[config.mk]
export PLATFORM = sky130hd
export DESIGN_NAME = stretch_blit_setup_top
export DESIGN_NICKNAME = d
export VERILOG_FILES = /design/src/rtl/core/stbs_pkg.sv /design/src/rtl/core/stbs_fifo.sv /design/src/rtl/core/stbs_front.sv /design/src/rtl/core/stbs_div.sv /design/src/rtl/core/stbs_back.sv /design/src/rtl/core/stretch_blit_setup_top.sv
export SDC_FILE = /design/constraint.sdc
export NUM_CORES = 2
export LEC_CHECK = 0
export BUFFER_PORTS_ARGS = -buffer_cell sky130_fd_sc_hd__buf_2
export CORE_UTILIZATION = 45
export DETAILED_ROUTE_END_ITERATION = 8
export GPL_TIMING_DRIVEN = 0
export SYNTH_ARGS = -nofsm -noshare
export SYNTH_HDL_FRONTEND = slang
export SYNTH_HIERARCHICAL = 1
export SYNTH_SLANG_ARGS = --single-unit
[constraint.sdc]
create_clock -name clk -period 11.2 [get_ports clk]
set_input_delay 0 -clock clk [delete_from_list [all_inputs] [get_ports clk]]
set_output_delay 0 -clock clk [all_outputs]
set_load 0.01 [all_outputs]
[src/rtl/core/stbs_pkg.sv]
// ----------------------------------------------------------------------------
// Stretch blit setup package
// Shared widths, codes, beat formats and sequencer states.
// ----------------------------------------------------------------------------
package stbs_pkg;

    localparam int COORD_W = 16;
    localparam int RES_W   = 15;
    localparam int NUM_W   = 19;
    localparam int DEN_W   = 18;
    localparam int FRAC_W  = 40;
    localparam int MUL_W   = 20;
    localparam int PROD_W  = 40;
    localparam int DIV_W   = 38;
    localparam int DVS_W   = 20;

    typedef enum logic [1:0] {
        CMD_DEST = 2'd0,
        CMD_SRC  = 2'd1,
        CMD_CLIP = 2'd2,
        CMD_NONE = 2'd3
    } cmd_t;

    typedef enum logic [1:0] {
        CL_DEST = 2'd0,
        CL_SRC  = 2'd1,
        CL_CLIP = 2'd2
    } item_class_t;

    typedef enum logic [1:0] {
        KIND_STATUS = 2'd0,
        KIND_X      = 2'd1,
        KIND_Y      = 2'd2
    } kind_t;

    typedef enum logic [1:0] {
        STAT_ACCEPT = 2'd0,
        STAT_EMPTY  = 2'd1,
        STAT_COPY   = 2'd2
    } status_t;

    typedef enum logic [1:0] {
        CFG_SRC_X = 2'd0,
        CFG_SRC_Y = 2'd1,
        CFG_DST_X = 2'd2,
        CFG_DST_Y = 2'd3
    } cfg_idx_t;

    typedef struct packed {
        logic [RES_W-1:0] src_x_res;
        logic [RES_W-1:0] src_y_res;
        logic [RES_W-1:0] dst_x_res;
        logic [RES_W-1:0] dst_y_res;
    } cfg_t;

    typedef struct packed {
        item_class_t               cls;
        logic signed [COORD_W-1:0] x1;
        logic signed [COORD_W-1:0] y1;
        logic signed [COORD_W-1:0] x2;
        logic signed [COORD_W-1:0] y2;
    } item_t;

    typedef struct packed {
        logic [1:0]         kind;
        logic [1:0]         status;
        logic [14:0]        dst_start;
        logic [14:0]        span_length;
        logic signed [16:0] src_start;
        logic signed [17:0] err_start;
        logic signed [16:0] src_step;
        logic signed [1:0]  src_dir;
        logic [17:0]        err_step;
        logic [17:0]        denominator;
        logic               last;
    } result_t;

    localparam int ITEM_W   = $bits(item_t);
    localparam int RESULT_W = $bits(result_t);

    typedef enum logic [4:0] {
        SQ_IDLE,
        SQ_SORT,
        SQ_FIT_CHK,
        SQ_FIT_MA,
        SQ_FIT_DA,
        SQ_FIT_WA,
        SQ_FIT_MB,
        SQ_FIT_DB,
        SQ_FIT_WB,
        SQ_FIT_NARROW,
        SQ_SCREEN,
        SQ_FR_M1,
        SQ_FR_M2,
        SQ_FR_ADD,
        SQ_STATUS,
        SQ_CLIP,
        SQ_EM_MUL,
        SQ_EM_ADD,
        SQ_EM_D1,
        SQ_EM_W1,
        SQ_EM_D2,
        SQ_EM_W2,
        SQ_EM_OUT
    } seq_state_t;

endpackage

[src/rtl/core/stbs_fifo.sv]
// ----------------------------------------------------------------------------
// Stretch blit setup queue
// Small register queue with full and empty flags.
// ----------------------------------------------------------------------------
module stbs_fifo #(
    parameter int WIDTH = 8,
    parameter int DEPTH = 2
) (
    input  logic             clk,
    input  logic             rst_n,
    input  logic             push,
    input  logic [WIDTH-1:0] din,
    output logic             full,
    input  logic             pop,
    output logic [WIDTH-1:0] dout,
    output logic             empty
);

    localparam int PTR_W = (DEPTH > 1) ? $clog2(DEPTH) : 1;
    localparam int CNT_W = $clog2(DEPTH + 1);

    logic [WIDTH-1:0] mem_reg [DEPTH];
    logic [PTR_W-1:0] wr_ptr_reg;
    logic [PTR_W-1:0] rd_ptr_reg;
    logic [CNT_W-1:0] count_reg;
    logic             do_push;
    logic             do_pop;

    assign full    = (count_reg == CNT_W'(DEPTH));
    assign empty   = (count_reg == '0);
    assign do_push = push && !full;
    assign do_pop  = pop && !empty;
    assign dout    = mem_reg[rd_ptr_reg];

    always_ff @(posedge clk or negedge rst_n)
    begin
        if (!rst_n)
        begin
            wr_ptr_reg <= '0;
            rd_ptr_reg <= '0;
            count_reg  <= '0;
        end
        else
        begin
            if (do_push)
            begin
                wr_ptr_reg <= (wr_ptr_reg == PTR_W'(DEPTH - 1)) ? '0 : wr_ptr_reg + 1'b1;
            end
            if (do_pop)
            begin
                rd_ptr_reg <= (rd_ptr_reg == PTR_W'(DEPTH - 1)) ? '0 : rd_ptr_reg + 1'b1;
            end
            if (do_push && !do_pop)
            begin
                count_reg <= count_reg + 1'b1;
            end
            else if (do_pop && !do_push)
            begin
                count_reg <= count_reg - 1'b1;
            end
        end
    end

    always_ff @(posedge clk)
    begin
        if (do_push)
        begin
            mem_reg[wr_ptr_reg] <= din;
        end
    end

endmodule

[src/rtl/core/stbs_front.sv]
// ----------------------------------------------------------------------------
// Stretch blit setup front end
// Accepts input beats, decodes the command and queues work for the back end.
// ----------------------------------------------------------------------------
module stbs_front (
    input  logic                clk,
    input  logic                rst_n,
    input  logic                push,
    output logic                full,
    input  logic [1:0]          command,
    input  logic signed [15:0]  x1,
    input  logic signed [15:0]  y1,
    input  logic signed [15:0]  x2,
    input  logic signed [15:0]  y2,
    output logic                item_valid,
    output stbs_pkg::item_t     item,
    input  logic                item_pop
);

    stbs_pkg::item_t     item_in;
    logic                keep;
    logic                q_empty;
    logic [stbs_pkg::ITEM_W-1:0] q_dout;

    // Unknown commands are taken from the port and dropped here.
    always_comb
    begin
        item_in.x1  = x1;
        item_in.y1  = y1;
        item_in.x2  = x2;
        item_in.y2  = y2;
        item_in.cls = stbs_pkg::CL_DEST;
        keep        = 1'b1;
        case (stbs_pkg::cmd_t'(command))
            stbs_pkg::CMD_DEST: item_in.cls = stbs_pkg::CL_DEST;
            stbs_pkg::CMD_SRC:  item_in.cls = stbs_pkg::CL_SRC;
            stbs_pkg::CMD_CLIP: item_in.cls = stbs_pkg::CL_CLIP;
            default:            keep        = 1'b0;
        endcase
    end

    stbs_fifo #(
        .WIDTH (stbs_pkg::ITEM_W),
        .DEPTH (2)
    ) u_item_q (
        .clk   (clk),
        .rst_n (rst_n),
        .push  (push && keep),
        .din   (item_in),
        .full  (full),
        .pop   (item_pop),
        .dout  (q_dout),
        .empty (q_empty)
    );

    assign item_valid = !q_empty;
    assign item       = stbs_pkg::item_t'(q_dout);

endmodule

[src/rtl/core/stbs_div.sv]
// ----------------------------------------------------------------------------
// Stretch blit setup divider
// Signed truncating division, one quotient bit per cycle.
// ----------------------------------------------------------------------------
module stbs_div (
    input  logic                                clk,
    input  logic                                rst_n,
    input  logic                                start,
    input  logic signed [stbs_pkg::DIV_W-1:0]   dividend,
    input  logic signed [stbs_pkg::DVS_W-1:0]   divisor,
    output logic                                done,
    output logic signed [stbs_pkg::DIV_W-1:0]   quotient,
    output logic signed [stbs_pkg::DVS_W-1:0]   remainder
);

    localparam int DW    = stbs_pkg::DIV_W;
    localparam int SW    = stbs_pkg::DVS_W;
    localparam int CNT_W = $clog2(DW);

    logic             run_reg;
    logic             done_reg;
    logic [CNT_W-1:0] cnt_reg;
    logic [DW-1:0]    quo_reg;
    logic [SW-1:0]    rem_reg;
    logic [SW-1:0]    dvs_reg;
    logic             negq_reg;
    logic             negr_reg;
    logic [DW-1:0]    dnd_mag;
    logic [SW-1:0]    dvs_mag;
    logic [SW:0]      trial;
    logic [SW:0]      diff;
    logic             fits;

    assign dnd_mag = dividend[DW-1] ? DW'(-dividend) : DW'(dividend);
    assign dvs_mag = divisor[SW-1] ? SW'(-divisor) : SW'(divisor);

    // Restoring step: bring down the next dividend bit and try a subtract.
    assign trial = {rem_reg, quo_reg[DW-1]};
    assign diff  = trial - {1'b0, dvs_reg};
    assign fits  = (trial >= {1'b0, dvs_reg});

    assign done      = done_reg;
    assign quotient  = negq_reg ? DW'(-quo_reg) : quo_reg;
    assign remainder = negr_reg ? SW'(-rem_reg) : rem_reg;

    always_ff @(posedge clk or negedge rst_n)
    begin
        if (!rst_n)
        begin
            run_reg  <= 1'b0;
            done_reg <= 1'b0;
            cnt_reg  <= '0;
        end
        else
        begin
            done_reg <= 1'b0;
            if (start)
            begin
                run_reg <= 1'b1;
                cnt_reg <= '0;
            end
            else if (run_reg)
            begin
                cnt_reg <= cnt_reg + 1'b1;
                if (cnt_reg == CNT_W'(DW - 1))
                begin
                    run_reg  <= 1'b0;
                    done_reg <= 1'b1;
                end
            end
        end
    end

    always_ff @(posedge clk)
    begin
        if (start)
        begin
            quo_reg  <= dnd_mag;
            rem_reg  <= '0;
            dvs_reg  <= dvs_mag;
            negq_reg <= dividend[DW-1] ^ divisor[SW-1];
            negr_reg <= dividend[DW-1];
        end
        else if (run_reg)
        begin
            quo_reg <= {quo_reg[DW-2:0], fits};
            rem_reg <= fits ? diff[SW-1:0] : trial[SW-1:0];
        end
    end

endmodule

[src/rtl/core/stbs_back.sv]
// ----------------------------------------------------------------------------
// Stretch blit setup back end
// Sequencer that evaluates requests and emits per-axis stepping terms.
// ----------------------------------------------------------------------------
module stbs_back (
    input  logic               clk,
    input  logic               rst_n,
    input  stbs_pkg::cfg_t     cfg,
    input  logic               item_valid,
    input  stbs_pkg::item_t    item,
    output logic               item_pop,
    input  logic               res_full,
    output logic               res_push,
    output stbs_pkg::result_t  res_data
);

    localparam int DW = stbs_pkg::DIV_W;
    localparam int SW = stbs_pkg::DVS_W;
    localparam int PW = stbs_pkg::PROD_W;
    localparam int FW = stbs_pkg::FRAC_W;

    stbs_pkg::seq_state_t state_reg;
    stbs_pkg::seq_state_t state_next;
    logic                 ax_reg;
    logic                 active_reg;
    logic signed [15:0]   dc_reg [4];
    stbs_pkg::item_t      item_reg;
    stbs_pkg::status_t    stat_reg;

    // Request state kept for the clip rectangles that follow.
    logic signed [15:0]   clo_reg [2];
    logic signed [15:0]   chi_reg [2];
    logic signed [18:0]   num_reg [2];
    logic [17:0]          den_reg [2];
    logic signed [FW-1:0] frac_reg [2];

    // Evaluation scratch, one entry per axis.
    logic signed [15:0]   wd1_reg [2];
    logic signed [15:0]   ws1_reg [2];
    logic signed [15:0]   ws2_reg [2];
    logic signed [15:0]   wlo_reg [2];
    logic signed [15:0]   whi_reg [2];
    logic signed [18:0]   wnum_reg [2];
    logic [17:0]          wden_reg [2];
    logic signed [39:0]   bnd_a_reg;
    logic signed [39:0]   bnd_b_reg;
    logic signed [PW-1:0] acc_reg;
    logic signed [PW-1:0] prod_reg;

    // Emission scratch.
    logic signed [15:0]   r1_reg [2];
    logic signed [15:0]   r2_reg [2];
    logic signed [PW-1:0] efrac_reg;
    logic signed [16:0]   whole_reg;
    logic signed [17:0]   err_reg;
    logic signed [16:0]   step_reg;
    logic [17:0]          estep_reg;

    logic signed [19:0]   mul_a;
    logic signed [19:0]   mul_b;
    logic                 div_start;
    logic signed [DW-1:0] div_dividend;
    logic signed [SW-1:0] div_divisor;
    logic                 div_done;
    logic signed [DW-1:0] div_quo;
    logic signed [SW-1:0] div_rem;

    // Sort stage.
    logic signed [15:0]   s_dx1, s_dx2, s_sx1, s_sx2;
    logic signed [15:0]   s_dy1, s_dy2, s_sy1, s_sy2;
    logic signed [16:0]   s_dxd, s_dyd, s_sxd, s_syd;
    logic signed [18:0]   s_nx, s_ny, s_ex, s_ey;
    logic signed [16:0]   dres_x, dres_y;
    logic                 s_reject;
    logic                 s_copy;

    // Source fit for the current axis.
    logic signed [15:0]   f_d1, f_s1, f_s2, f_lo, f_hi;
    logic signed [18:0]   f_num;
    logic [17:0]          f_den;
    logic signed [16:0]   f_sres;
    logic signed [17:0]   f_res_s1;
    logic signed [16:0]   f_lo_d1;
    logic                 f_inside;
    logic signed [39:0]   n_lo, n_hi, lo40, hi40;
    logic                 n_reject;
    logic signed [PW-1:0] db_dividend;

    // Screen clamp.
    logic signed [15:0]   sc_lo [2];
    logic signed [15:0]   sc_hi [2];
    logic signed [16:0]   sc_res [2];
    logic                 sc_reject;

    // Clip and emission.
    logic signed [15:0]   c_a, c_b, c_c, c_d;
    logic                 c_hit;
    logic signed [16:0]   e_off;
    logic signed [PW-1:0] e_frac;
    logic signed [19:0]   e_err;
    logic [SW-1:0]        e_estep;
    logic signed [1:0]    e_dir;

    stbs_div u_div (
        .clk       (clk),
        .rst_n     (rst_n),
        .start     (div_start),
        .dividend  (div_dividend),
        .divisor   (div_divisor),
        .done      (div_done),
        .quotient  (div_quo),
        .remainder (div_rem)
    );

    // Sort corners per axis; the source pair follows the destination pair.
    always_comb
    begin
        if (dc_reg[0] > dc_reg[2])
        begin
            s_dx1 = dc_reg[2];
            s_dx2 = dc_reg[0];
            s_sx1 = item_reg.x2;
            s_sx2 = item_reg.x1;
        end
        else
        begin
            s_dx1 = dc_reg[0];
            s_dx2 = dc_reg[2];
            s_sx1 = item_reg.x1;
            s_sx2 = item_reg.x2;
        end
        if (dc_reg[1] > dc_reg[3])
        begin
            s_dy1 = dc_reg[3];
            s_dy2 = dc_reg[1];
            s_sy1 = item_reg.y2;
            s_sy2 = item_reg.y1;
        end
        else
        begin
            s_dy1 = dc_reg[1];
            s_dy2 = dc_reg[3];
            s_sy1 = item_reg.y1;
            s_sy2 = item_reg.y2;
        end
        s_dxd    = 17'(s_dx2) - 17'(s_dx1);
        s_dyd    = 17'(s_dy2) - 17'(s_dy1);
        s_sxd    = 17'(s_sx2) - 17'(s_sx1);
        s_syd    = 17'(s_sy2) - 17'(s_sy1);
        s_nx     = (19'(s_sxd) + 19'sd1) <<< 1;
        s_ny     = (19'(s_syd) + 19'sd1) <<< 1;
        s_ex     = (19'(s_dxd) + 19'sd1) <<< 1;
        s_ey     = (19'(s_dyd) + 19'sd1) <<< 1;
        dres_x   = signed'({2'b00, cfg.dst_x_res});
        dres_y   = signed'({2'b00, cfg.dst_y_res});
        s_reject = (s_dx2 < 0) || (s_dy2 < 0) || (17'(s_dx1) > dres_x)
                   || (17'(s_dy1) > dres_y) || (s_dx1 == s_dx2) || (s_dy1 == s_dy2);
        s_copy   = (s_dxd == s_sxd) && (s_dyd == s_syd);
    end

    always_comb
    begin
        f_d1     = wd1_reg[ax_reg];
        f_s1     = ws1_reg[ax_reg];
        f_s2     = ws2_reg[ax_reg];
        f_lo     = wlo_reg[ax_reg];
        f_hi     = whi_reg[ax_reg];
        f_num    = wnum_reg[ax_reg];
        f_den    = wden_reg[ax_reg];
        f_sres   = ax_reg ? signed'({2'b00, cfg.src_y_res}) : signed'({2'b00, cfg.src_x_res});
        f_res_s1 = 18'(f_sres) - 18'(f_s1);
        f_lo_d1  = 17'(f_lo) - 17'(f_d1);
        f_inside = (f_s1 >= 0) && (17'(f_s1) <= f_sres) && (f_s2 >= 0) && (17'(f_s2) <= f_sres);
        db_dividend = prod_reg + signed'(PW'(f_den)) - PW'(1);
        if (bnd_a_reg > bnd_b_reg)
        begin
            n_lo = bnd_b_reg;
            n_hi = bnd_a_reg;
        end
        else
        begin
            n_lo = bnd_a_reg;
            n_hi = bnd_b_reg;
        end
        lo40     = 40'(f_lo);
        hi40     = 40'(f_hi);
        n_reject = (hi40 < n_lo) || (lo40 > n_hi);
    end

    always_comb
    begin
        sc_res[0] = dres_x;
        sc_res[1] = dres_y;
        sc_reject = 1'b0;
        for (int i = 0; i < 2; i++)
        begin
            sc_lo[i] = (wlo_reg[i] < 0) ? 16'sd0 : wlo_reg[i];
            sc_hi[i] = (17'(whi_reg[i]) > sc_res[i]) ? sc_res[i][15:0] : whi_reg[i];
            if (sc_lo[i] >= sc_hi[i])
            begin
                sc_reject = 1'b1;
            end
        end
    end

    always_comb
    begin
        c_a     = (item_reg.x1 < clo_reg[0]) ? clo_reg[0] : item_reg.x1;
        c_b     = (item_reg.y1 < clo_reg[1]) ? clo_reg[1] : item_reg.y1;
        c_c     = (item_reg.x2 > chi_reg[0]) ? chi_reg[0] : item_reg.x2;
        c_d     = (item_reg.y2 > chi_reg[1]) ? chi_reg[1] : item_reg.y2;
        c_hit   = (c_a < c_c) && (c_b < c_d);
        e_off   = 17'(r1_reg[ax_reg]) - 17'(clo_reg[ax_reg]);
        e_frac  = PW'(frac_reg[ax_reg]) + prod_reg + PW'(num_reg[ax_reg] >>> 1);
        e_err   = div_rem - signed'(SW'(den_reg[ax_reg]));
        e_estep = div_rem[SW-1] ? SW'(-div_rem) : div_rem;
        if (num_reg[ax_reg] > 0)
        begin
            e_dir = 2'sd1;
        end
        else if (num_reg[ax_reg] < 0)
        begin
            e_dir = -2'sd1;
        end
        else
        begin
            e_dir = 2'sd0;
        end
    end

    // Next state.
    always_comb
    begin
        state_next = state_reg;
        case (state_reg)
            stbs_pkg::SQ_IDLE:
            begin
                if (item_valid)
                begin
                    case (item.cls)
                        stbs_pkg::CL_SRC:  state_next = stbs_pkg::SQ_SORT;
                        stbs_pkg::CL_CLIP:
                        begin
                            if (active_reg)
                            begin
                                state_next = stbs_pkg::SQ_CLIP;
                            end
                        end
                        default:           state_next = stbs_pkg::SQ_IDLE;
                    endcase
                end
            end
            stbs_pkg::SQ_SORT:
            begin
                state_next = (s_reject || s_copy) ? stbs_pkg::SQ_STATUS : stbs_pkg::SQ_FIT_CHK;
            end
            stbs_pkg::SQ_FIT_CHK:
            begin
                if (f_inside)
                begin
                    state_next = ax_reg ? stbs_pkg::SQ_SCREEN : stbs_pkg::SQ_FIT_CHK;
                end
                else if (f_num == 0)
                begin
                    state_next = stbs_pkg::SQ_STATUS;
                end
                else
                begin
                    state_next = stbs_pkg::SQ_FIT_MA;
                end
            end
            stbs_pkg::SQ_FIT_MA: state_next = stbs_pkg::SQ_FIT_DA;
            stbs_pkg::SQ_FIT_DA: state_next = stbs_pkg::SQ_FIT_WA;
            stbs_pkg::SQ_FIT_WA:
            begin
                if (div_done)
                begin
                    state_next = stbs_pkg::SQ_FIT_MB;
                end
            end
            stbs_pkg::SQ_FIT_MB: state_next = stbs_pkg::SQ_FIT_DB;
            stbs_pkg::SQ_FIT_DB: state_next = stbs_pkg::SQ_FIT_WB;
            stbs_pkg::SQ_FIT_WB:
            begin
                if (div_done)
                begin
                    state_next = stbs_pkg::SQ_FIT_NARROW;
                end
            end
            stbs_pkg::SQ_FIT_NARROW:
            begin
                if (n_reject)
                begin
                    state_next = stbs_pkg::SQ_STATUS;
                end
                else
                begin
                    state_next = ax_reg ? stbs_pkg::SQ_SCREEN : stbs_pkg::SQ_FIT_CHK;
                end
            end
            stbs_pkg::SQ_SCREEN:
            begin
                state_next = sc_reject ? stbs_pkg::SQ_STATUS : stbs_pkg::SQ_FR_M1;
            end
            stbs_pkg::SQ_FR_M1: state_next = stbs_pkg::SQ_FR_M2;
            stbs_pkg::SQ_FR_M2: state_next = stbs_pkg::SQ_FR_ADD;
            stbs_pkg::SQ_FR_ADD:
            begin
                state_next = ax_reg ? stbs_pkg::SQ_STATUS : stbs_pkg::SQ_FR_M1;
            end
            stbs_pkg::SQ_STATUS:
            begin
                if (!res_full)
                begin
                    state_next = stbs_pkg::SQ_IDLE;
                end
            end
            stbs_pkg::SQ_CLIP:
            begin
                state_next = c_hit ? stbs_pkg::SQ_EM_MUL : stbs_pkg::SQ_IDLE;
            end
            stbs_pkg::SQ_EM_MUL: state_next = stbs_pkg::SQ_EM_ADD;
            stbs_pkg::SQ_EM_ADD: state_next = stbs_pkg::SQ_EM_D1;
            stbs_pkg::SQ_EM_D1:  state_next = stbs_pkg::SQ_EM_W1;
            stbs_pkg::SQ_EM_W1:
            begin
                if (div_done)
                begin
                    state_next = stbs_pkg::SQ_EM_D2;
                end
            end
            stbs_pkg::SQ_EM_D2:  state_next = stbs_pkg::SQ_EM_W2;
            stbs_pkg::SQ_EM_W2:
            begin
                if (div_done)
                begin
                    state_next = stbs_pkg::SQ_EM_OUT;
                end
            end
            stbs_pkg::SQ_EM_OUT:
            begin
                if (!res_full)
                begin
                    state_next = ax_reg ? stbs_pkg::SQ_IDLE : stbs_pkg::SQ_EM_MUL;
                end
            end
            default: state_next = stbs_pkg::SQ_IDLE;
        endcase
    end

    // Outputs of the sequencer: multiplier and divider operands, pops, pushes.
    always_comb
    begin
        item_pop     = 1'b0;
        mul_a        = '0;
        mul_b        = '0;
        div_start    = 1'b0;
        div_dividend = '0;
        div_divisor  = '0;
        res_push     = 1'b0;
        res_data     = '0;
        case (state_reg)
            stbs_pkg::SQ_IDLE:
            begin
                item_pop = item_valid;
            end
            stbs_pkg::SQ_FIT_MA, stbs_pkg::SQ_FR_M1:
            begin
                mul_a = 20'(f_s1);
                mul_b = signed'(20'(f_den));
            end
            stbs_pkg::SQ_FIT_MB:
            begin
                mul_a = 20'(f_res_s1);
                mul_b = signed'(20'(f_den));
            end
            stbs_pkg::SQ_FR_M2:
            begin
                mul_a = 20'(f_lo_d1);
                mul_b = 20'(f_num);
            end
            stbs_pkg::SQ_EM_MUL:
            begin
                mul_a = 20'(e_off);
                mul_b = 20'(num_reg[ax_reg]);
            end
            stbs_pkg::SQ_FIT_DA:
            begin
                div_start    = 1'b1;
                div_dividend = prod_reg[DW-1:0];
                div_divisor  = 20'(f_num);
            end
            stbs_pkg::SQ_FIT_DB:
            begin
                div_start    = 1'b1;
                div_dividend = db_dividend[DW-1:0];
                div_divisor  = 20'(f_num);
            end
            stbs_pkg::SQ_EM_D1:
            begin
                div_start    = 1'b1;
                div_dividend = efrac_reg[DW-1:0];
                div_divisor  = signed'(SW'(den_reg[ax_reg]));
            end
            stbs_pkg::SQ_EM_D2:
            begin
                div_start    = 1'b1;
                div_dividend = DW'(num_reg[ax_reg]);
                div_divisor  = signed'(SW'(den_reg[ax_reg]));
            end
            stbs_pkg::SQ_STATUS:
            begin
                res_push        = !res_full;
                res_data.kind   = stbs_pkg::KIND_STATUS;
                res_data.status = stat_reg;
                res_data.last   = 1'b1;
            end
            stbs_pkg::SQ_EM_OUT:
            begin
                res_push             = !res_full;
                res_data.kind        = ax_reg ? stbs_pkg::KIND_Y : stbs_pkg::KIND_X;
                res_data.status      = stbs_pkg::STAT_ACCEPT;
                res_data.dst_start   = r1_reg[ax_reg][14:0];
                res_data.span_length = 15'(r2_reg[ax_reg] - r1_reg[ax_reg]);
                res_data.src_start   = whole_reg;
                res_data.err_start   = err_reg;
                res_data.src_step    = step_reg;
                res_data.src_dir     = e_dir;
                res_data.err_step    = estep_reg;
                res_data.denominator = den_reg[ax_reg];
                res_data.last        = ax_reg;
            end
            default:
            begin
                item_pop = 1'b0;
            end
        endcase
    end

    always_ff @(posedge clk or negedge rst_n)
    begin
        if (!rst_n)
        begin
            state_reg  <= stbs_pkg::SQ_IDLE;
            ax_reg     <= 1'b0;
            active_reg <= 1'b0;
            for (int i = 0; i < 4; i++)
            begin
                dc_reg[i] <= '0;
            end
        end
        else
        begin
            state_reg <= state_next;
            case (state_reg)
                stbs_pkg::SQ_IDLE:
                begin
                    ax_reg <= 1'b0;
                    if (item_valid && (item.cls == stbs_pkg::CL_DEST))
                    begin
                        dc_reg[0]  <= item.x1;
                        dc_reg[1]  <= item.y1;
                        dc_reg[2]  <= item.x2;
                        dc_reg[3]  <= item.y2;
                        active_reg <= 1'b0;
                    end
                end
                stbs_pkg::SQ_FIT_CHK:
                begin
                    if (f_inside)
                    begin
                        ax_reg <= 1'b1;
                    end
                end
                stbs_pkg::SQ_FIT_NARROW:
                begin
                    ax_reg <= 1'b1;
                end
                stbs_pkg::SQ_SCREEN:
                begin
                    ax_reg <= 1'b0;
                end
                stbs_pkg::SQ_FR_ADD:
                begin
                    ax_reg <= 1'b1;
                end
                stbs_pkg::SQ_STATUS:
                begin
                    if (!res_full)
                    begin
                        active_reg <= (stat_reg == stbs_pkg::STAT_ACCEPT);
                    end
                end
                stbs_pkg::SQ_CLIP:
                begin
                    ax_reg <= 1'b0;
                end
                stbs_pkg::SQ_EM_OUT:
                begin
                    if (!res_full)
                    begin
                        ax_reg <= 1'b1;
                    end
                end
                default:
                begin
                    ax_reg <= ax_reg;
                end
            endcase
        end
    end

    always_ff @(posedge clk)
    begin
        prod_reg <= mul_a * mul_b;
        case (state_reg)
            stbs_pkg::SQ_IDLE:
            begin
                if (item_valid)
                begin
                    item_reg <= item;
                end
            end
            stbs_pkg::SQ_SORT:
            begin
                wd1_reg[0]  <= s_dx1;
                wd1_reg[1]  <= s_dy1;
                ws1_reg[0]  <= s_sx1;
                ws1_reg[1]  <= s_sy1;
                ws2_reg[0]  <= s_sx2;
                ws2_reg[1]  <= s_sy2;
                wlo_reg[0]  <= s_dx1;
                wlo_reg[1]  <= s_dy1;
                whi_reg[0]  <= s_dx2;
                whi_reg[1]  <= s_dy2;
                wnum_reg[0] <= s_nx;
                wnum_reg[1] <= s_ny;
                wden_reg[0] <= s_ex[17:0];
                wden_reg[1] <= s_ey[17:0];
                if (s_reject)
                begin
                    stat_reg <= stbs_pkg::STAT_EMPTY;
                end
                else if (s_copy)
                begin
                    stat_reg <= stbs_pkg::STAT_COPY;
                end
                else
                begin
                    stat_reg <= stbs_pkg::STAT_ACCEPT;
                end
            end
            stbs_pkg::SQ_FIT_CHK:
            begin
                if (!f_inside && (f_num == 0))
                begin
                    stat_reg <= stbs_pkg::STAT_EMPTY;
                end
            end
            stbs_pkg::SQ_FIT_WA:
            begin
                bnd_a_reg <= 40'(f_d1) - 40'(div_quo);
            end
            stbs_pkg::SQ_FIT_WB:
            begin
                bnd_b_reg <= 40'(f_d1) + 40'(div_quo);
            end
            stbs_pkg::SQ_FIT_NARROW:
            begin
                if (n_reject)
                begin
                    stat_reg <= stbs_pkg::STAT_EMPTY;
                end
                if (lo40 < n_lo)
                begin
                    wlo_reg[ax_reg] <= n_lo[15:0];
                end
                if (hi40 > n_hi)
                begin
                    whi_reg[ax_reg] <= n_hi[15:0];
                end
            end
            stbs_pkg::SQ_SCREEN:
            begin
                if (sc_reject)
                begin
                    stat_reg <= stbs_pkg::STAT_EMPTY;
                end
                for (int i = 0; i < 2; i++)
                begin
                    wlo_reg[i] <= sc_lo[i];
                    whi_reg[i] <= sc_hi[i];
                end
            end
            stbs_pkg::SQ_FR_M2:
            begin
                acc_reg <= prod_reg;
            end
            stbs_pkg::SQ_FR_ADD:
            begin
                clo_reg[ax_reg]  <= f_lo;
                chi_reg[ax_reg]  <= f_hi;
                num_reg[ax_reg]  <= f_num;
                den_reg[ax_reg]  <= f_den;
                frac_reg[ax_reg] <= FW'(acc_reg + prod_reg);
            end
            stbs_pkg::SQ_CLIP:
            begin
                r1_reg[0] <= c_a;
                r2_reg[0] <= c_c;
                r1_reg[1] <= c_b;
                r2_reg[1] <= c_d;
            end
            stbs_pkg::SQ_EM_ADD:
            begin
                efrac_reg <= e_frac;
            end
            stbs_pkg::SQ_EM_W1:
            begin
                if (div_done)
                begin
                    whole_reg <= div_quo[16:0];
                    err_reg   <= e_err[17:0];
                end
            end
            stbs_pkg::SQ_EM_W2:
            begin
                if (div_done)
                begin
                    step_reg  <= div_quo[16:0];
                    estep_reg <= e_estep[17:0];
                end
            end
            default:
            begin
                acc_reg <= acc_reg;
            end
        endcase
    end

endmodule

[src/rtl/core/stretch_blit_setup_top.sv]
// ----------------------------------------------------------------------------
// Stretch blit setup
// Front end of a 2D stretch blitter: corner sorting, rejection, clipping and
// per-axis stepping terms for each clip rectangle.
// ----------------------------------------------------------------------------
//  Channel   Direction  Handshake          Payload
//  input     in         push / full        command, x1, y1, x2, y2
//  result    out        empty / pop        kind .. last (11 fields)
//  config    in         cfg_we             cfg_index, cfg_data
//
//  A destination item leaves the input queue once the back end is idle; a
//  rejected or unscaled source item has its status beat pushed once the result
//  queue has room. A source item fitted to the source extent on an axis, and a
//  clip rectangle on each axis, use two divisions on the shared 38-step divider.
//  Two input beats queue up while the back end works, and two result beats wait
//  for pop. Reset is asynchronous.
// ----------------------------------------------------------------------------
module stretch_blit_setup_top (
    input  logic               clk,
    input  logic               rst_n,
    input  logic               push,
    output logic               full,
    input  logic [1:0]         command,
    input  logic signed [15:0] x1,
    input  logic signed [15:0] y1,
    input  logic signed [15:0] x2,
    input  logic signed [15:0] y2,
    output logic               empty,
    input  logic               pop,
    output logic [1:0]         kind,
    output logic [1:0]         status,
    output logic [14:0]        dst_start,
    output logic [14:0]        span_length,
    output logic signed [16:0] src_start,
    output logic signed [17:0] err_start,
    output logic signed [16:0] src_step,
    output logic signed [1:0]  src_dir,
    output logic [17:0]        err_step,
    output logic [17:0]        denominator,
    output logic               last,
    input  logic               cfg_we,
    input  logic [1:0]         cfg_index,
    input  logic [14:0]        cfg_data
);

    stbs_pkg::cfg_t    cfg_reg;
    logic              item_valid;
    stbs_pkg::item_t   item;
    logic              item_pop;
    logic              res_full;
    logic              res_push;
    stbs_pkg::result_t res_data;
    logic [stbs_pkg::RESULT_W-1:0] res_dout;
    stbs_pkg::result_t res_head;

    always_ff @(posedge clk or negedge rst_n)
    begin
        if (!rst_n)
        begin
            cfg_reg.src_x_res <= 15'd640;
            cfg_reg.src_y_res <= 15'd480;
            cfg_reg.dst_x_res <= 15'd640;
            cfg_reg.dst_y_res <= 15'd480;
        end
        else if (cfg_we)
        begin
            case (stbs_pkg::cfg_idx_t'(cfg_index))
                stbs_pkg::CFG_SRC_X: cfg_reg.src_x_res <= cfg_data;
                stbs_pkg::CFG_SRC_Y: cfg_reg.src_y_res <= cfg_data;
                stbs_pkg::CFG_DST_X: cfg_reg.dst_x_res <= cfg_data;
                stbs_pkg::CFG_DST_Y: cfg_reg.dst_y_res <= cfg_data;
                default:             cfg_reg           <= cfg_reg;
            endcase
        end
    end

    stbs_front u_front (
        .clk        (clk),
        .rst_n      (rst_n),
        .push       (push),
        .full       (full),
        .command    (command),
        .x1         (x1),
        .y1         (y1),
        .x2         (x2),
        .y2         (y2),
        .item_valid (item_valid),
        .item       (item),
        .item_pop   (item_pop)
    );

    stbs_back u_back (
        .clk        (clk),
        .rst_n      (rst_n),
        .cfg        (cfg_reg),
        .item_valid (item_valid),
        .item       (item),
        .item_pop   (item_pop),
        .res_full   (res_full),
        .res_push   (res_push),
        .res_data   (res_data)
    );

    stbs_fifo #(
        .WIDTH (stbs_pkg::RESULT_W),
        .DEPTH (2)
    ) u_result_q (
        .clk   (clk),
        .rst_n (rst_n),
        .push  (res_push),
        .din   (res_data),
        .full  (res_full),
        .pop   (pop),
        .dout  (res_dout),
        .empty (empty)
    );

    assign res_head    = stbs_pkg::result_t'(res_dout);
    assign kind        = res_head.kind;
    assign status      = res_head.status;
    assign dst_start   = res_head.dst_start;
    assign span_length = res_head.span_length;
    assign src_start   = res_head.src_start;
    assign err_start   = res_head.err_start;
    assign src_step    = res_head.src_step;
    assign src_dir     = res_head.src_dir;
    assign err_step    = res_head.err_step;
    assign denominator = res_head.denominator;
    assign last        = res_head.last;

endmodule

# Yosys cells after proc, flatten, opt, wreduce, memory -nomap -nowiden
# Memory sizes are Yosys's and may differ from the RTL's.
# Index checks and enable logic that the tools add are counted.
[totals]
memories = 16
ram_bits = 894
word_cells = 365
output_inout_bits = 127
inputBits = 88
reg_bits = 561
[classes]
reduce_logical = 69
eq_ne = 49
magnitude_cmp = 30
addsub = 35
bitwise_logic = 6
mux = 119
multipliers = 1
[mem_list]
columns = ["name", "depth", "width", "read_ports", "rd_ports_with_merged_regs", "wr", "line_no", "text"]
rows = [
  ["u_result_q.mem_reg", 2, 125, 1, 0, 1, "stbs_fifo.sv:22", "logic [WIDTH-1:0] mem_reg [DEPTH];"],
  ["u_front.u_item_q.mem_reg", 2, 66, 1, 0, 1, "stbs_fifo.sv:22", ""],
  ["u_back.frac_reg", 2, 40, 1, 0, 1, "stbs_back.sv:35", "logic signed [FW-1:0] frac_reg [2];"],
  ["u_back.num_reg", 2, 19, 1, 0, 1, "stbs_back.sv:33", "logic signed [18:0] num_reg [2];"],
  ["u_back.den_reg", 2, 18, 1, 0, 1, "stbs_back.sv:34", "logic [17:0] den_reg [2];"],
  ["u_back.wnum_reg", 2, 18, 1, 0, 2, "stbs_back.sv:43", "logic signed [18:0] wnum_reg [2];"],
  ["+10 memories", "--", "--", "--", "--", "--", "--", ""],
]
[ops]
columns = ["operator", "n"]
rows = [
  ["$mux 16", 22],
  ["$mux 38", 4],
  ["$pmux 38 s4", 1],
  ["$gt 16x16->1", 8],
  ["$mux 120", 1],
  ["$sub 16x16->17", 7],
  ["$pmux 5 s23", 1],
  ["$gt 16x40->1", 2],
  ["$lt 16x40->1", 2],
  ["$mux 40", 2],
  ["$pmux 20 s4", 1],
  ["$neg 38->38", 2],
  ["$lt 16x1->1 const B", 4],
  ["$lt 16x16->1", 4],
  ["$mux 5", 12],
  ["$pmux 20 s3", 1],
  ["$mux 1", 42],
  ["$add 40x40->40", 1],
  ["$eq 5x4->1 const B", 8],
  ["$gt 40x40->1", 1],
  ["$mul 20x20->40", 1],
  ["$mux 20", 2],
  ["$neg 20->20", 2],
  ["$pmux 20 s2", 1],
  ["66 further kinds", 177],
]

# Longest topological paths before layout
[depth]
depth_word = 11
depth_mapped = 51
ltp_nobuf = 44

# By module
# Netlist, hierarchy kept.
[by_module_without_submodules]
columns = ["mod", "area_each_um2", "instances", "cells_each"]
rows = [
  ["stbs_back", 79237.2, 1, 8042],
  ["stbs_fifo (u_result_q)", 9369.0, 1, 408],
  ["stbs_div", 7101.8, 1, 827],
  ["stbs_fifo (u_front.u_item_q)", 5072.4, 1, 224],
  ["stretch_blit_setup_top", 2280.9, 1, 128],
  ["stbs_front", 26.3, 1, 4],
]

# Worst setup path after synthesis
# Ideal clock, no wire load.
[synth_timing]
kind = "flip-flop to flip-flop"
from = "register u_back.ax_reg"
to = "register u_back.prod_reg[36]"
stages_incl_launch_ff = 48
required_time_ns = 11.128
arrival_ns = 12.412
path_buffers = 7
setup_slack_ns = -1.284
period_less_slack_ns = 12.484
cell_sequence = "dfrtp_1 -> clkbuf_1 -> clkbuf_1 -> buf_1 -> clkbuf_1 -> clkbuf_1 -> buf_1 -> mux2i_1 -> inv_1 -> fa_1 -> nor2b_1 -> o21ai_0 -> a21oi_1 -> o21ai_0 -> a21boi_0 -> o21ai_0 -> a21boi_0 -> o21ai_0 -> [12 not listed] -> fa_1 -> inv_1 -> fa_1 -> inv_1 -> fa_1 -> fa_1 -> ha_1 -> ha_1 -> a21oi_1 -> nand2_1 -> o311a_1 -> nor4_1 -> nor3_1 -> a41o_1 -> o41ai_1 -> o21bai_1 -> a21oi_1 -> xnor2_1"
[synth_via]
elab_chain_cells = 4
[synth_rtl]
columns = ["item", "line_no", "text"]
rows = [
  ["from (decl)", "stbs_back.sv:24", "logic ax_reg;"],
  ["from (signal assigned)", "stbs_back.sv:507", "ax_reg <= ax_reg;"],
  ["$mem_v2 2x16 (tied with other cells)", "--", ""],
  ["$sub 16x16->17, on equally long branches", "stbs_back.sv:213, stbs_back.sv:171, stbs_back.sv:172", ""],
  ["$pmux 20 s4", "stbs_back.sv:362", "case (state_reg)"],
  ["$mul 20x20->40 *", "stbs_back.sv:515", "prod_reg <= mul_a * mul_b;"],
  ["to (signal assigned)", "stbs_back.sv:515", ""],
  ["to (decl)", "stbs_back.sv:48", "logic signed [PW-1:0] prod_reg;"],
]
# Every way passes the cells marked *; elsewhere a longest branch is shown, timed or not.
# A chain may end at the register's enable or synchronous reset.

# Final worst setup path
# Same ends and word-level chain as after synthesis.

==> flow_summary.json <==
{
  "min_to": "cfg_reg[59]",
  "vias_per_cell": 5.87,
  "r2r-end": "u_back/prod_reg[36]",
  "core_um2": 227000,
  "start_util": 0.453,
  "grt_max_degree": 135,
  "holdCritStartpoint": "cfg_data[14]",
  "die-area_um2": 231000,
  "failed_checks": "max-capacitance violations, max-slew violations",
  "yosysWarnings": 6,
  "fin_nets": 11700,
  "wirelength_mm": 378,
  "met1_usage": 0.417,
  "synth_area_per_cell_um2": 10.7,
  "grt_pass1_vias": 78400,
  "gp_congestion": 1.01,
  "worst_pin_slew_ps": 1510,
  "start_kind": "flop",
  "root_buffer": "clkbuf_16",
  "cts_made_buffers": 163,
  "status": "finished with violations",
  "cp.arrival_ps": 11880,
  "fillCellCount": 20200,
  "antenna_found_initial": 39,
  "drive_gt1_frac": 0.144,
  "critPathKind": "reg -> reg",
  "setup_viol": 0,
  "tns_ps": 0,
  "cts_max_level": 4,
  "io_pins": 215,
  "fin_crit_ps": 11120,
  "holdWs_ps": 35.5,
  "holdPathStages": 3,
  "drtIter0Drc": 7846,
  "remaining_drc_errors": 0,
  "rsz0062_at_grt": "yes",
  "path_clk_slew_ps": 60,
  "tritoncts": "done",
  "dp_slack_ps": -3800,
  "clkSinkCount": 1435,
  "cp_slowest_cell": "fa_1",
  "die_y_um": 481,
  "ant_nets": 0,
  "fin_area_um2": 119000,
  "post-route-period-util": 0.993,
  "reg2reg_depth": 51,
  "critPathCaptureType": "flop",
  "path_common_cell": "fa_1",
  "cts_buffer_depth": 3,
  "dieWidth_um": 481,
  "required_ps": 11960,
  "gr-usage-met2": 0.514,
  "num_rows": 175,
  "worst_slack_ps": 81.3,
  "drv_cap": 4,
  "clkLatencyLatePin_ps": 880,
  "finalHoldViolations": 0,
  "grtUsageTotal": 0.323,
  "final-max-slew-violation-count": 9,
  "via_count": 79400,
  "r2r_start": "u_back/ax_reg",
  "hpwl_mm": 306,
  "avgRoutedWirePerCell_um": 28.0,
  "fmax_ghz": 0.0899,
  "gr-total-overflow": 0,
  "slew_headroom": -0.0131,
  "portBuffers": 214,
  "largest_reg_flops": 250,
  "syn_area_um2": 103000,
  "globalRouteMet3Util": 0.0551,
  "grt.busiest_layer": "met2",
  "critPathMaxFanout": 10,
  "placed_cell_area_um2": 109000,
  "min-delay-path-class": "in -> reg",
  "grt_pass1_wl_mm": 537,
  "critPathMaxStageDelay_ps": 600,
  "skew_ps": 59.9,
  "syn_to_final_growth_pct": 15.1,
  "reg2reg_slack_ps": 80,
  "dr.pass1.iters": 6,
  "syn_inst": 9630
}
[metrics by stage]
stage               std cells   util
global placement        12900  0.475
floorplan                9634      -
CTS                     13500  0.519
detailed placement      13000  0.481
global route            13500  0.521
finish                  13500  0.521
[per-layer routing]
layer | share of wire | vias to the layer above
met1 | 0.41 | 39400
met3 | 0.076 | 822
met4 | 0.065 | 16
met5 | 0.00033 | -
li1 | - | 35900
met2 | 0.45 | 3317
[worst max-delay path, delay by kind of cell, from the launching register on]
family,cells,cell delay [ps]
buf+inv,16,2210
simple gates,6,620
mux,1,340
xor+xnor,2,240
compound gates,17,3120
flops,1,390
fa+ha+maj,9,4000
[layout make-up]
class,instances,area [um^2],share of cell area
Timing Repair Buffer,566,4710,0.0397
Antenna cell,18,45.0,0.000380
Inverter,1048,3950,0.0333
Clock inverter,104,1340,0.0113
Buffer,315,1700,0.0143
Clock buffer,196,4240,0.0358
Sequential cell,1435,41800,0.352
Multi-Input combinational cell,6828,57100,0.481
Tap cell,3009,3760,0.0317
[how the worst max path moves through the flow]
stage | slack [ps] | startpoint | cells after the start | endpoint
2_1_floorplan | 60 | u_back/ax_reg | 47 | u_back/prod_reg[36]
3_3_place_gp | -4750 | u_back/ax_reg | 7 | u_back/frac_reg[0][37]
3_5_place_dp | -3800 | u_back/ax_reg | 46 | u_back/prod_reg[37]
4_1_cts | 20 | u_back/ax_reg | 50 | u_back/prod_reg[36]
5_1_grt | -270 | u_back/ax_reg | 51 | u_back/prod_reg[36]
6_report | 80 | u_back/ax_reg | 51 | u_back/prod_reg[36]
[cell usage in the layout (no fill, tap or decap), types with 113 or more instances in the layout]
cell and instances:
a21o_1 167, a21oi_1 378, and2_1 118, buf_2 253, clkbuf_1 226, clkbuf_16 171, dfrtp_1 135, dlygate4sd3_1 165
edfxtp_1 1231, fa_1 381, ha_1 836, inv_1 1026, mux2_2 395, mux2i_1 325, nand2_1 693, nand2b_1 149
nand3_1 132, nand4_1 113, nor2_1 665, nor2b_1 146, nor3_1 121, o21ai_0 366, xnor2_1 357, xor2_1 163
[timing repair]
item | 4_1_cts | 5_1_grt
gates resized for setup | 227 | 93
setup endpoints to repair | 26 | 9
gates cloned | 0 | 0
pin swaps | 52 | 59
buffers inserted | 62 | 24
endpoints found under the hold margin | 445 | 0
hold buffers | 166 | 0
Power is not shown: default switching activity piles up to over one toggle a cycle in this logic, so the estimate is an artifact.
